<file path="config.mk">
export PLATFORM = sky130hd
export DESIGN_NAME = symbolic_mode_parser
export DESIGN_NICKNAME = d
export VERILOG_FILES = /design/src/sv/smp_pkg.sv /design/src/sv/symbolic_mode_parser.sv /design/src/sv/smp_step.sv
export SDC_FILE = /design/constraint.sdc
export NUM_CORES = 1
export LEC_CHECK = 0
export BUFFER_PORTS_ARGS = -buffer_cell sky130_fd_sc_hd__buf_4
export CORE_MARGIN = 1.5
export CORE_UTILIZATION = 46
export CTS_CLUSTER_SIZE = 30
export DETAILED_ROUTE_END_ITERATION = 10
export SKIP_CTS_REPAIR_TIMING = 1
export SLEW_MARGIN = 20
export SYNTH_ARGS = -nofsm -noshare
export SYNTH_HDL_FRONTEND = slang
export SYNTH_SLANG_ARGS = --single-unit
</file>
<file path="constraint.sdc">
create_clock -name clock -period 6.54 [get_ports clock]
set_clock_uncertainty 0.15 [all_clocks]
set_input_delay 0.327 -clock clock [delete_from_list [all_inputs] [get_ports clock]]
set_output_delay 0.327 -clock clock [all_outputs]
set_load 0.05 [all_outputs]
</file>
<file path="src/sv/smp_pkg.sv">
// Shared types and constants for the symbolic mode parser.
package smp_pkg;

   localparam int MAX_LENGTH = 255;
   localparam int CNT_W      = $clog2(MAX_LENGTH + 1);
   localparam int MODE_W     = 12;
   localparam int CHAR_W     = 8;
   localparam int POS_W      = 8;

   localparam logic [MODE_W-1:0] UMASK_RESET = 12'o0022;

   localparam logic [MODE_W-1:0] S_IRWXU = 12'o0700;
   localparam logic [MODE_W-1:0] S_IRWXG = 12'o0070;
   localparam logic [MODE_W-1:0] S_IRWXO = 12'o0007;
   localparam logic [MODE_W-1:0] S_IRWXA = 12'o0777;
   localparam logic [MODE_W-1:0] S_IXALL = 12'o0111;
   localparam logic [MODE_W-1:0] S_IRALL = 12'o0444;
   localparam logic [MODE_W-1:0] S_IWALL = 12'o0222;
   localparam logic [MODE_W-1:0] S_ISUID = 12'o4000;
   localparam logic [MODE_W-1:0] S_ISGID = 12'o2000;
   localparam logic [MODE_W-1:0] S_ISVTX = 12'o1000;

   localparam logic [CHAR_W-1:0] CH_NUL   = 8'h00;
   localparam logic [CHAR_W-1:0] CH_PLUS  = 8'h2B;
   localparam logic [CHAR_W-1:0] CH_MINUS = 8'h2D;
   localparam logic [CHAR_W-1:0] CH_EQUAL = 8'h3D;
   localparam logic [CHAR_W-1:0] CH_COMMA = 8'h2C;
   localparam logic [CHAR_W-1:0] CH_UPX   = 8'h58;
   localparam logic [CHAR_W-1:0] CH_A     = 8'h61;
   localparam logic [CHAR_W-1:0] CH_G     = 8'h67;
   localparam logic [CHAR_W-1:0] CH_O     = 8'h6F;
   localparam logic [CHAR_W-1:0] CH_R     = 8'h72;
   localparam logic [CHAR_W-1:0] CH_S     = 8'h73;
   localparam logic [CHAR_W-1:0] CH_T     = 8'h74;
   localparam logic [CHAR_W-1:0] CH_U     = 8'h75;
   localparam logic [CHAR_W-1:0] CH_W     = 8'h77;
   localparam logic [CHAR_W-1:0] CH_X     = 8'h78;

   typedef enum logic [1:0] {
      OP_ADD = 2'd0,
      OP_SUB = 2'd1,
      OP_SET = 2'd2
   } op_type;

   typedef enum logic [2:0] {
      PH_WHO   = 3'd0,
      PH_OP    = 3'd1,
      PH_PERMS = 3'd2,
      PH_AFTER = 3'd3,
      PH_DONE  = 3'd4
   } phase_type;

   typedef struct packed {
      logic [MODE_W-1:0] original_mode;
      logic [MODE_W-1:0] working_mode;
      logic [MODE_W-1:0] who_bits;
      logic [MODE_W-1:0] perm_bits;
      op_type            pending_op;
      phase_type         phase;
      logic              halted;
      logic              directory_flag;
      logic [CNT_W-1:0]  consumed_count;
   } state_type;

   typedef struct packed {
      logic [MODE_W-1:0] final_mode;
      logic [POS_W-1:0]  stop_position;
      logic              complete;
   } result_type;

endpackage

</file>
<file path="src/sv/symbolic_mode_parser.sv">
// Top level of the symbolic permission mode parser.
// A NUL word gives its result word on rsp_* in the cycle after its acceptance.
// Throughput: one character word per cycle while req_ready is high; the combinational next-state update sets it.
// req_ready drops only while a result word waits and rsp_ready is low.
// Reset: synchronous, active high; clears parser state, sets umask to 0022.
// A result word is produced only for a NUL character.
module symbolic_mode_parser (
   input  logic                          clock,
   input  logic                          reset,
   input  logic                          req_valid,
   output logic                          req_ready,
   input  logic                          req_first,
   input  logic [smp_pkg::CHAR_W-1:0]    req_character,
   input  logic [smp_pkg::MODE_W-1:0]    req_initial_mode,
   input  logic                          req_is_directory,
   output logic                          rsp_valid,
   input  logic                          rsp_ready,
   output logic [smp_pkg::MODE_W-1:0]    rsp_final_mode,
   output logic [smp_pkg::POS_W-1:0]     rsp_stop_position,
   output logic                          rsp_complete,
   input  logic                          csr_valid,
   output logic                          csr_ready,
   input  logic [smp_pkg::MODE_W-1:0]    csr_umask_bits
);
   import smp_pkg::*;

   state_type         state_ff;
   state_type         state_in;
   result_type        step_res;
   logic              step_emit;
   logic [MODE_W-1:0] umask_ff;
   logic              rsp_valid_ff;
   result_type        rsp_ff;
   logic              req_take;

   assign req_ready = !rsp_valid_ff || rsp_ready;
   assign req_take  = req_valid && req_ready;
   assign csr_ready = 1'b1;

   smp_step u_step (
      .cur          (state_ff),
      .first        (req_first),
      .character    (req_character),
      .initial_mode (req_initial_mode),
      .is_directory (req_is_directory),
      .umask_bits   (umask_ff),
      .nxt          (state_in),
      .res          (step_res),
      .emit         (step_emit)
   );

   always_ff @(posedge clock) begin
      if (reset) begin
         state_ff <= '{original_mode: '0, working_mode: '0, who_bits: '0, perm_bits: '0,
                       pending_op: OP_ADD, phase: PH_WHO, halted: 1'b0,
                       directory_flag: 1'b0, consumed_count: '0};
         umask_ff     <= UMASK_RESET;
         rsp_valid_ff <= 1'b0;
      end else begin
         if (csr_valid && csr_ready) umask_ff <= csr_umask_bits;
         if (req_take) begin
            state_ff     <= state_in;
            rsp_valid_ff <= step_emit;
         end else if (rsp_ready) begin
            rsp_valid_ff <= 1'b0;
         end
      end
   end

   always_ff @(posedge clock) begin
      if (req_take && step_emit) rsp_ff <= step_res;
   end

   assign rsp_valid         = rsp_valid_ff;
   assign rsp_final_mode    = rsp_ff.final_mode;
   assign rsp_stop_position = rsp_ff.stop_position;
   assign rsp_complete      = rsp_ff.complete;

`ifndef ASSERT_OFF
   a_no_rsp_on_char : assert property (@(posedge clock) disable iff (reset)
      req_take && (req_character != CH_NUL) |=> !rsp_valid)
      else $error("result word raised by a non-NUL character");

   a_rsp_on_nul : assert property (@(posedge clock) disable iff (reset)
      req_take && (req_character == CH_NUL) |=> rsp_valid)
      else $error("NUL character gave no result word");

   a_empty_expr : assert property (@(posedge clock) disable iff (reset)
      req_take && req_first && (req_character == CH_NUL) |=>
         rsp_complete && (rsp_stop_position == '0) &&
         (rsp_final_mode == $past(req_initial_mode)))
      else $error("empty expression changed the mode");

   a_halt_sticky : assert property (@(posedge clock) disable iff (reset)
      state_ff.halted && !(req_take && req_first) |=> state_ff.halted)
      else $error("halt cleared without a new expression");

   a_count_bound : assert property (@(posedge clock) disable iff (reset)
      state_ff.consumed_count <= CNT_W'(MAX_LENGTH))
      else $error("consumed count beyond limit");
`endif

endmodule

</file>
<file path="src/sv/smp_step.sv">
// Next-state and result logic for one expression character.
module smp_step (
   input  smp_pkg::state_type            cur,
   input  logic                          first,
   input  logic [smp_pkg::CHAR_W-1:0]    character,
   input  logic [smp_pkg::MODE_W-1:0]    initial_mode,
   input  logic                          is_directory,
   input  logic [smp_pkg::MODE_W-1:0]    umask_bits,
   output smp_pkg::state_type            nxt,
   output smp_pkg::result_type           res,
   output logic                          emit
);
   import smp_pkg::*;

   function automatic logic is_copy(input logic [CHAR_W-1:0] c);
      return (c == CH_U) || (c == CH_G) || (c == CH_O);
   endfunction

   function automatic logic is_who(input logic [CHAR_W-1:0] c);
      return is_copy(c) || (c == CH_A);
   endfunction

   function automatic logic is_op(input logic [CHAR_W-1:0] c);
      return (c == CH_PLUS) || (c == CH_MINUS) || (c == CH_EQUAL);
   endfunction

   function automatic logic is_perm(input logic [CHAR_W-1:0] c);
      return (c == CH_R) || (c == CH_W) || (c == CH_X) || (c == CH_UPX) ||
             (c == CH_S) || (c == CH_T);
   endfunction

   function automatic logic [MODE_W-1:0] who_mask(input logic [CHAR_W-1:0] c);
      logic [MODE_W-1:0] m;
      priority if (c == CH_U) m = S_IRWXU | S_ISUID;
      else if (c == CH_G)     m = S_IRWXG | S_ISGID;
      else if (c == CH_O)     m = S_IRWXO;
      else                    m = S_IRWXA | S_ISUID | S_ISGID;
      return m;
   endfunction

   function automatic logic [MODE_W-1:0] copy_mask(input logic [CHAR_W-1:0] c,
                                                   input logic [MODE_W-1:0] src);
      logic [MODE_W-1:0] m;
      logic [MODE_W-1:0] r;
      priority if (c == CH_U) begin
         m = src & S_IRWXU;
         r = m | (m >> 3) | (m >> 6);
      end else if (c == CH_G) begin
         m = src & S_IRWXG;
         r = m | (m << 3) | (m >> 3);
      end else begin
         m = src & S_IRWXO;
         r = m | (m << 3) | (m << 6);
      end
      return r;
   endfunction

   function automatic logic [MODE_W-1:0] perm_mask(input logic [CHAR_W-1:0] c,
                                                   input logic dir,
                                                   input logic [MODE_W-1:0] orig);
      logic [MODE_W-1:0] m;
      priority if (c == CH_R) m = S_IRALL;
      else if (c == CH_W)     m = S_IWALL;
      else if (c == CH_X)     m = S_IXALL;
      else if (c == CH_UPX)   m = (dir || ((orig & S_IXALL) != '0)) ? S_IXALL : '0;
      else if (c == CH_S)     m = S_ISUID | S_ISGID;
      else                    m = S_ISVTX;
      return m;
   endfunction

   function automatic logic [CNT_W-1:0] consume(input logic [CNT_W-1:0] cnt);
      return (cnt < CNT_W'(MAX_LENGTH)) ? cnt + CNT_W'(1) : cnt;
   endfunction

   function automatic state_type apply_pending(input state_type s_in,
                                               input logic [MODE_W-1:0] umask);
      state_type         s;
      logic [MODE_W-1:0] m;
      s = s_in;
      if (s.perm_bits != '0) begin
         if (s.who_bits == '0) s.who_bits = ~umask;
         m = s.who_bits & s.perm_bits;
         unique case (s.pending_op)
            OP_ADD:  s.working_mode = s.working_mode | m;
            OP_SUB:  s.working_mode = s.working_mode & ~m;
            default: s.working_mode = (s.working_mode & ~(s.who_bits & S_IRWXA)) | m;
         endcase
      end
      s.perm_bits = '0;
      return s;
   endfunction

   function automatic state_type start_op(input state_type s_in,
                                          input logic [CHAR_W-1:0] c);
      state_type s;
      s = s_in;
      priority if (c == CH_PLUS) s.pending_op = OP_ADD;
      else if (c == CH_MINUS)    s.pending_op = OP_SUB;
      else                       s.pending_op = OP_SET;
      s.perm_bits      = '0;
      s.consumed_count = consume(s.consumed_count);
      s.phase          = PH_OP;
      return s;
   endfunction

   function automatic state_type start_clause(input state_type s_in);
      state_type s;
      s = s_in;
      s.who_bits       = '0;
      s.consumed_count = consume(s.consumed_count);
      s.phase          = PH_WHO;
      return s;
   endfunction

   state_type s;

   always_comb begin
      s = cur;
      if (first) begin
         s.original_mode  = initial_mode;
         s.working_mode   = initial_mode;
         s.directory_flag = is_directory;
         s.who_bits       = '0;
         s.perm_bits      = '0;
         s.pending_op     = OP_ADD;
         s.phase          = PH_WHO;
         s.halted         = 1'b0;
         s.consumed_count = '0;
      end
      emit = 1'b0;
      if (character == CH_NUL) begin
         if (!s.halted && s.phase == PH_PERMS) s = apply_pending(s, umask_bits);
         s.phase = PH_DONE;
         emit    = 1'b1;
      end else if (!s.halted) begin
         unique case (s.phase)
            PH_WHO: begin
               priority if (is_who(character)) begin
                  s.who_bits       = s.who_bits | who_mask(character);
                  s.consumed_count = consume(s.consumed_count);
               end else if (is_op(character)) begin
                  s = start_op(s, character);
               end else begin
                  s.halted = 1'b1;
               end
            end
            PH_OP: begin
               priority if (is_copy(character)) begin
                  s.perm_bits      = copy_mask(character, s.working_mode);
                  s                = apply_pending(s, umask_bits);
                  s.consumed_count = consume(s.consumed_count);
                  s.phase          = PH_AFTER;
               end else if (is_perm(character)) begin
                  s.perm_bits      = perm_mask(character, s.directory_flag,
                                               s.original_mode);
                  s.consumed_count = consume(s.consumed_count);
                  s.phase          = PH_PERMS;
               end else if (character == CH_COMMA) begin
                  s = start_clause(s);
               end else begin
                  s.halted = 1'b1;
               end
            end
            PH_PERMS, PH_AFTER: begin
               if (s.phase == PH_PERMS && is_perm(character)) begin
                  s.perm_bits      = s.perm_bits | perm_mask(character, s.directory_flag,
                                                             s.original_mode);
                  s.consumed_count = consume(s.consumed_count);
               end else begin
                  if (s.phase == PH_PERMS) begin
                     s       = apply_pending(s, umask_bits);
                     s.phase = PH_AFTER;
                  end
                  priority if (is_op(character)) s = start_op(s, character);
                  else if (character == CH_COMMA) s = start_clause(s);
                  else s.halted = 1'b1;
               end
            end
            default: ;
         endcase
      end
      nxt               = s;
      res.final_mode    = s.working_mode;
      res.stop_position = (s.consumed_count > CNT_W'(255)) ? POS_W'(255)
                                                           : POS_W'(s.consumed_count);
      res.complete      = !s.halted;
   end

endmodule
</file>
==> summary.md <==
| Metric | Value |
|---|---|
| Synth Register Bits | `88` |
| Final period util | `0.526` |
| Status | `finished, final reports clean` |
| Fin Hold WS | `0.0389 ns` |
| Reg clk slew, reported paths | `0.07 ns` |
| Drt initial violations | `approximately 1300` |
| CP Buf/Inv Count | `0` |
| Cells after Synth | `885` |
| Top post-synthesis cells by area | `dfxtp_1 (20%), edfxtp_1 (9.3%), a21oi_1 (5.4%)` |
| NumNets Final | `952` |
| Power Internal | `0.000980 W` |
| Largest net degree at the start of global routing | `49` |
| CTS root buf | `clkbuf_16` |
| FP Rows | `44` |
| Max VDD drop | `approximately 0.00014 V` |
| Pwr Total | `0.00146 W` |
| Clock H-tree levels | `3` |
| Avg Vias per Cell | `7.32` |
| Mapped cell area | `6820 um^2` |
| Worst min-delay path class | `primary input to register` |
| Crit-path max FO | `9` |
| Synth Net Count | `roughly 930` |
| Util after Layout | `0.529` |
| N_diodes | `0` |
| Routed via count | `8062` |
| Vias in the first global route | `7471` |
| Dominant cell type by area after synthesis | `dfxtp_1` |
| Unique masters post-synth | `93` |
| Relative slew slack | `0.239` |
| Crit path launch type | `register` |
| Seq pwr share | `0.416` |
| WP data arrival | `between 3 and 4 ns` |
| Buffers on Ports | `61` |
| CP Capture Type | `register` |
| Final hold vios | `0` |
| Clock share of power | `0.374` |
| Crit path kind | `register to register` |
| Comb pwr share | `0.211` |
| Finish-stage setup viols | `0` |
| Net Sw Frac | `0.328` |
| Ys async rst share | `0` |
| DR WL/cell | `27.0 um` |
| Area occupied by multi-input gates | `~4600 um^2` |
| Antenna-violating nets left | `0` |
| Worst-Skew Late Latency | `0.36 ns` |
| Avg Cell Area, Syn | `just under 8 um^2` |
| Chip Height | `125 um` |
| Starting Density | `0.471` |
| RSZ-0062 raised after global routing | `no` |
| Register cell area after layout | `1970 um^2` |
| DIE WIDTH | `125 um` |
| Yosys top cell area share | `0.197` |
| Max-Cap Viols | `0` |
| Hpwl dp | `roughly 21000 um` |
| Main flop type after synthesis | `dfxtp_1` |
| Leakage | `2.87 nW` |
| Number of placed instances, taps included | `1085` |
| Global-route wire length before repair | `45100 um` |
| Fin cells | `1101` |
| Drc violations | `0` |
| Post-synth EDFFs | `21` |
| Ports | `63` |
| Least-Margin Pin Slew | `1.14 ns` |
| Placeable core region | `14500 um^2` |
| CP required | `6.60 ns` |
| Final WL | `roughly 30000 um` |
| Setup_tns | `0 ns` |
| Drt first pass iters | `7` |
| Fin crit period | `~3.4 ns` |
| YS warnings | `0` |
| Area growth, synth to finish | `12.4%` |
| CP cell instances | `nor4_1, a31oi_1, nor4b_1, a21oi_1, o2bb2ai_1, a221oi_1, a2111oi_1` |
| Inserted Clock Buffers | `9` |
| Most frequent cells in the layout | `nor2_1 (94), nand2_1 (81), buf_4 (76)` |
| Final Wtd Congestion | `1.09` |
| Psw | `0.000478 W` |
| CP top delay family | `compound AO/OA/AOI/OAI gates` |
| Die Footprint | `15600 um^2` |
| GRT Overall Usage | `0.377` |
| Power per cell area | `roughly 190 nW/um^2` |
| Final slew viol count | `0` |
| GRT overflow | `0` |
| Slowest Stage Delay on Critical Path | `approximately 0.85 ns` |
| Clock sink count | `88` |
| Seq/Total Area, Yosys | `0.289` |
| Critical Path Slowest Stage Cell | `nor4b_1` |
| Antenna violations before repair | `0` |
| Clock Path Buffers | `2` |
| Share of cells above drive strength 1 | `0.137` |
| Fillcell total | `1417` |
| CTS tree | `yes` |
| Most common cell after layout, fill and taps aside | `nor2_1` |
| FMAX | `approximately 290 MHz` |
power groups by stage:
| stage | logic, W | clock network (W) | registers, W |
|---|---|---|---|
| 2_1_floorplan | 0.000196 | 0 | 0.000605 |
| 3_3_place_gp | 0.000289 | 0 | 0.000615 |
| 3_5_place_dp | 0.000294 | 0 | 0.000616 |
| 4_1_cts | 0.000295 | 0.000550 | 0.000603 |
| 5_1_grt | 0.000327 | 0.000572 | 0.000608 |
| 6_report | 0.000307 | 0.000545 | 0.000606 |
metal layers:
layer | vias up | track usage | wire length, um
li1 | 3507 | - | -
met1 | 3797 | 0.510 | 11900
met2 | 627 | 0.562 | 12600
met3 | 131 | 0.0949 | 3790
met4 | 0 | 0.172 | 1510
met5 | - | 0 | 0
worst reg2reg max path, cell delays in order, from the launching register on:
cell,delay [ns]
dfxtp_1,0.48
nor4_1,0.14
a31oi_1,0.74
nor4b_1,0.85
a21oi_1,0.36
o2bb2ai_1,0.21
a221oi_1,0.26
a2111oi_1,0.10
path summary, 6_finish.rpt:
path	startpoint	endpoint	slack [ns]	cells after the start
min reg2reg	state_ff[50]	state_ff[50]	0.31	2
max	state_ff[22]	state_ff[38]	3.10	7
max reg2reg	state_ff[22]	state_ff[38]	3.10	7
min	csr_umask_bits[1]	umask_ff[1]	0.04	3
registers in the layout (all words and copies together), names as in the netlist:
register	count
rsp_complete	1
rsp_stop_position	8
state_ff	54
rsp_final_mode	12
rsp_valid	1
umask_ff	12
cell families after synthesis:
family / count (synthesis) / share of synthesized area
compound gates: 328 / 0.333
xor+xnor: 4 / 0.00514
fa+ha+maj: 1 / 0.00184
buf+inv: 68 / 0.0422
flops: 88 / 0.289
mux: 39 / 0.0584
other cells: 1 / 0.000550
simple gates: 356 / 0.270
synth_stat cells (13+ instances only):
| master | number |
|---|---|
| a21oi_1 | 73 |
| buf_2 | 14 |
| clkbuf_1 | 34 |
| o211ai_1 | 13 |
| a311oi_1 | 13 |
| and3_1 | 13 |
| o21a_1 | 16 |
| edfxtp_1 | 21 |
| nand3_1 | 27 |
| nand2_1 | 81 |
| nor2_1 | 94 |
| o21ai_0 | 53 |
| a211oi_1 | 17 |
| o31ai_1 | 13 |
| nor4_1 | 18 |
| mux2i_1 | 33 |
| dfxtp_1 | 67 |
| nor3_1 | 25 |
| a31oi_1 | 22 |
| nor2b_1 | 16 |
area by class of cell:
type / instances / share of cell area
Multi-Input combinational cell: 729 / 0.596
Clock buffer: 10 / 0.0299
Timing Repair Buffer: 76 / 0.0745
Tap cell: 184 / 0.0301
Sequential cell: 88 / 0.257
Clock inverter: 6 / 0.00866
Inverter: 8 / 0.00392
stage by stage:
step / setup slack (ns) / area [um^2]
3_5_place_dp: 2.97 / 7360
3_3_place_gp: 2.97 / 7360
6_report: 3.10 / 7660
2_1_floorplan: 3.77 / 6820
4_1_cts: 3.25 / 7660
5_1_grt: 2.96 / 7660
Note: power is estimated with default switching activity, not from simulation.
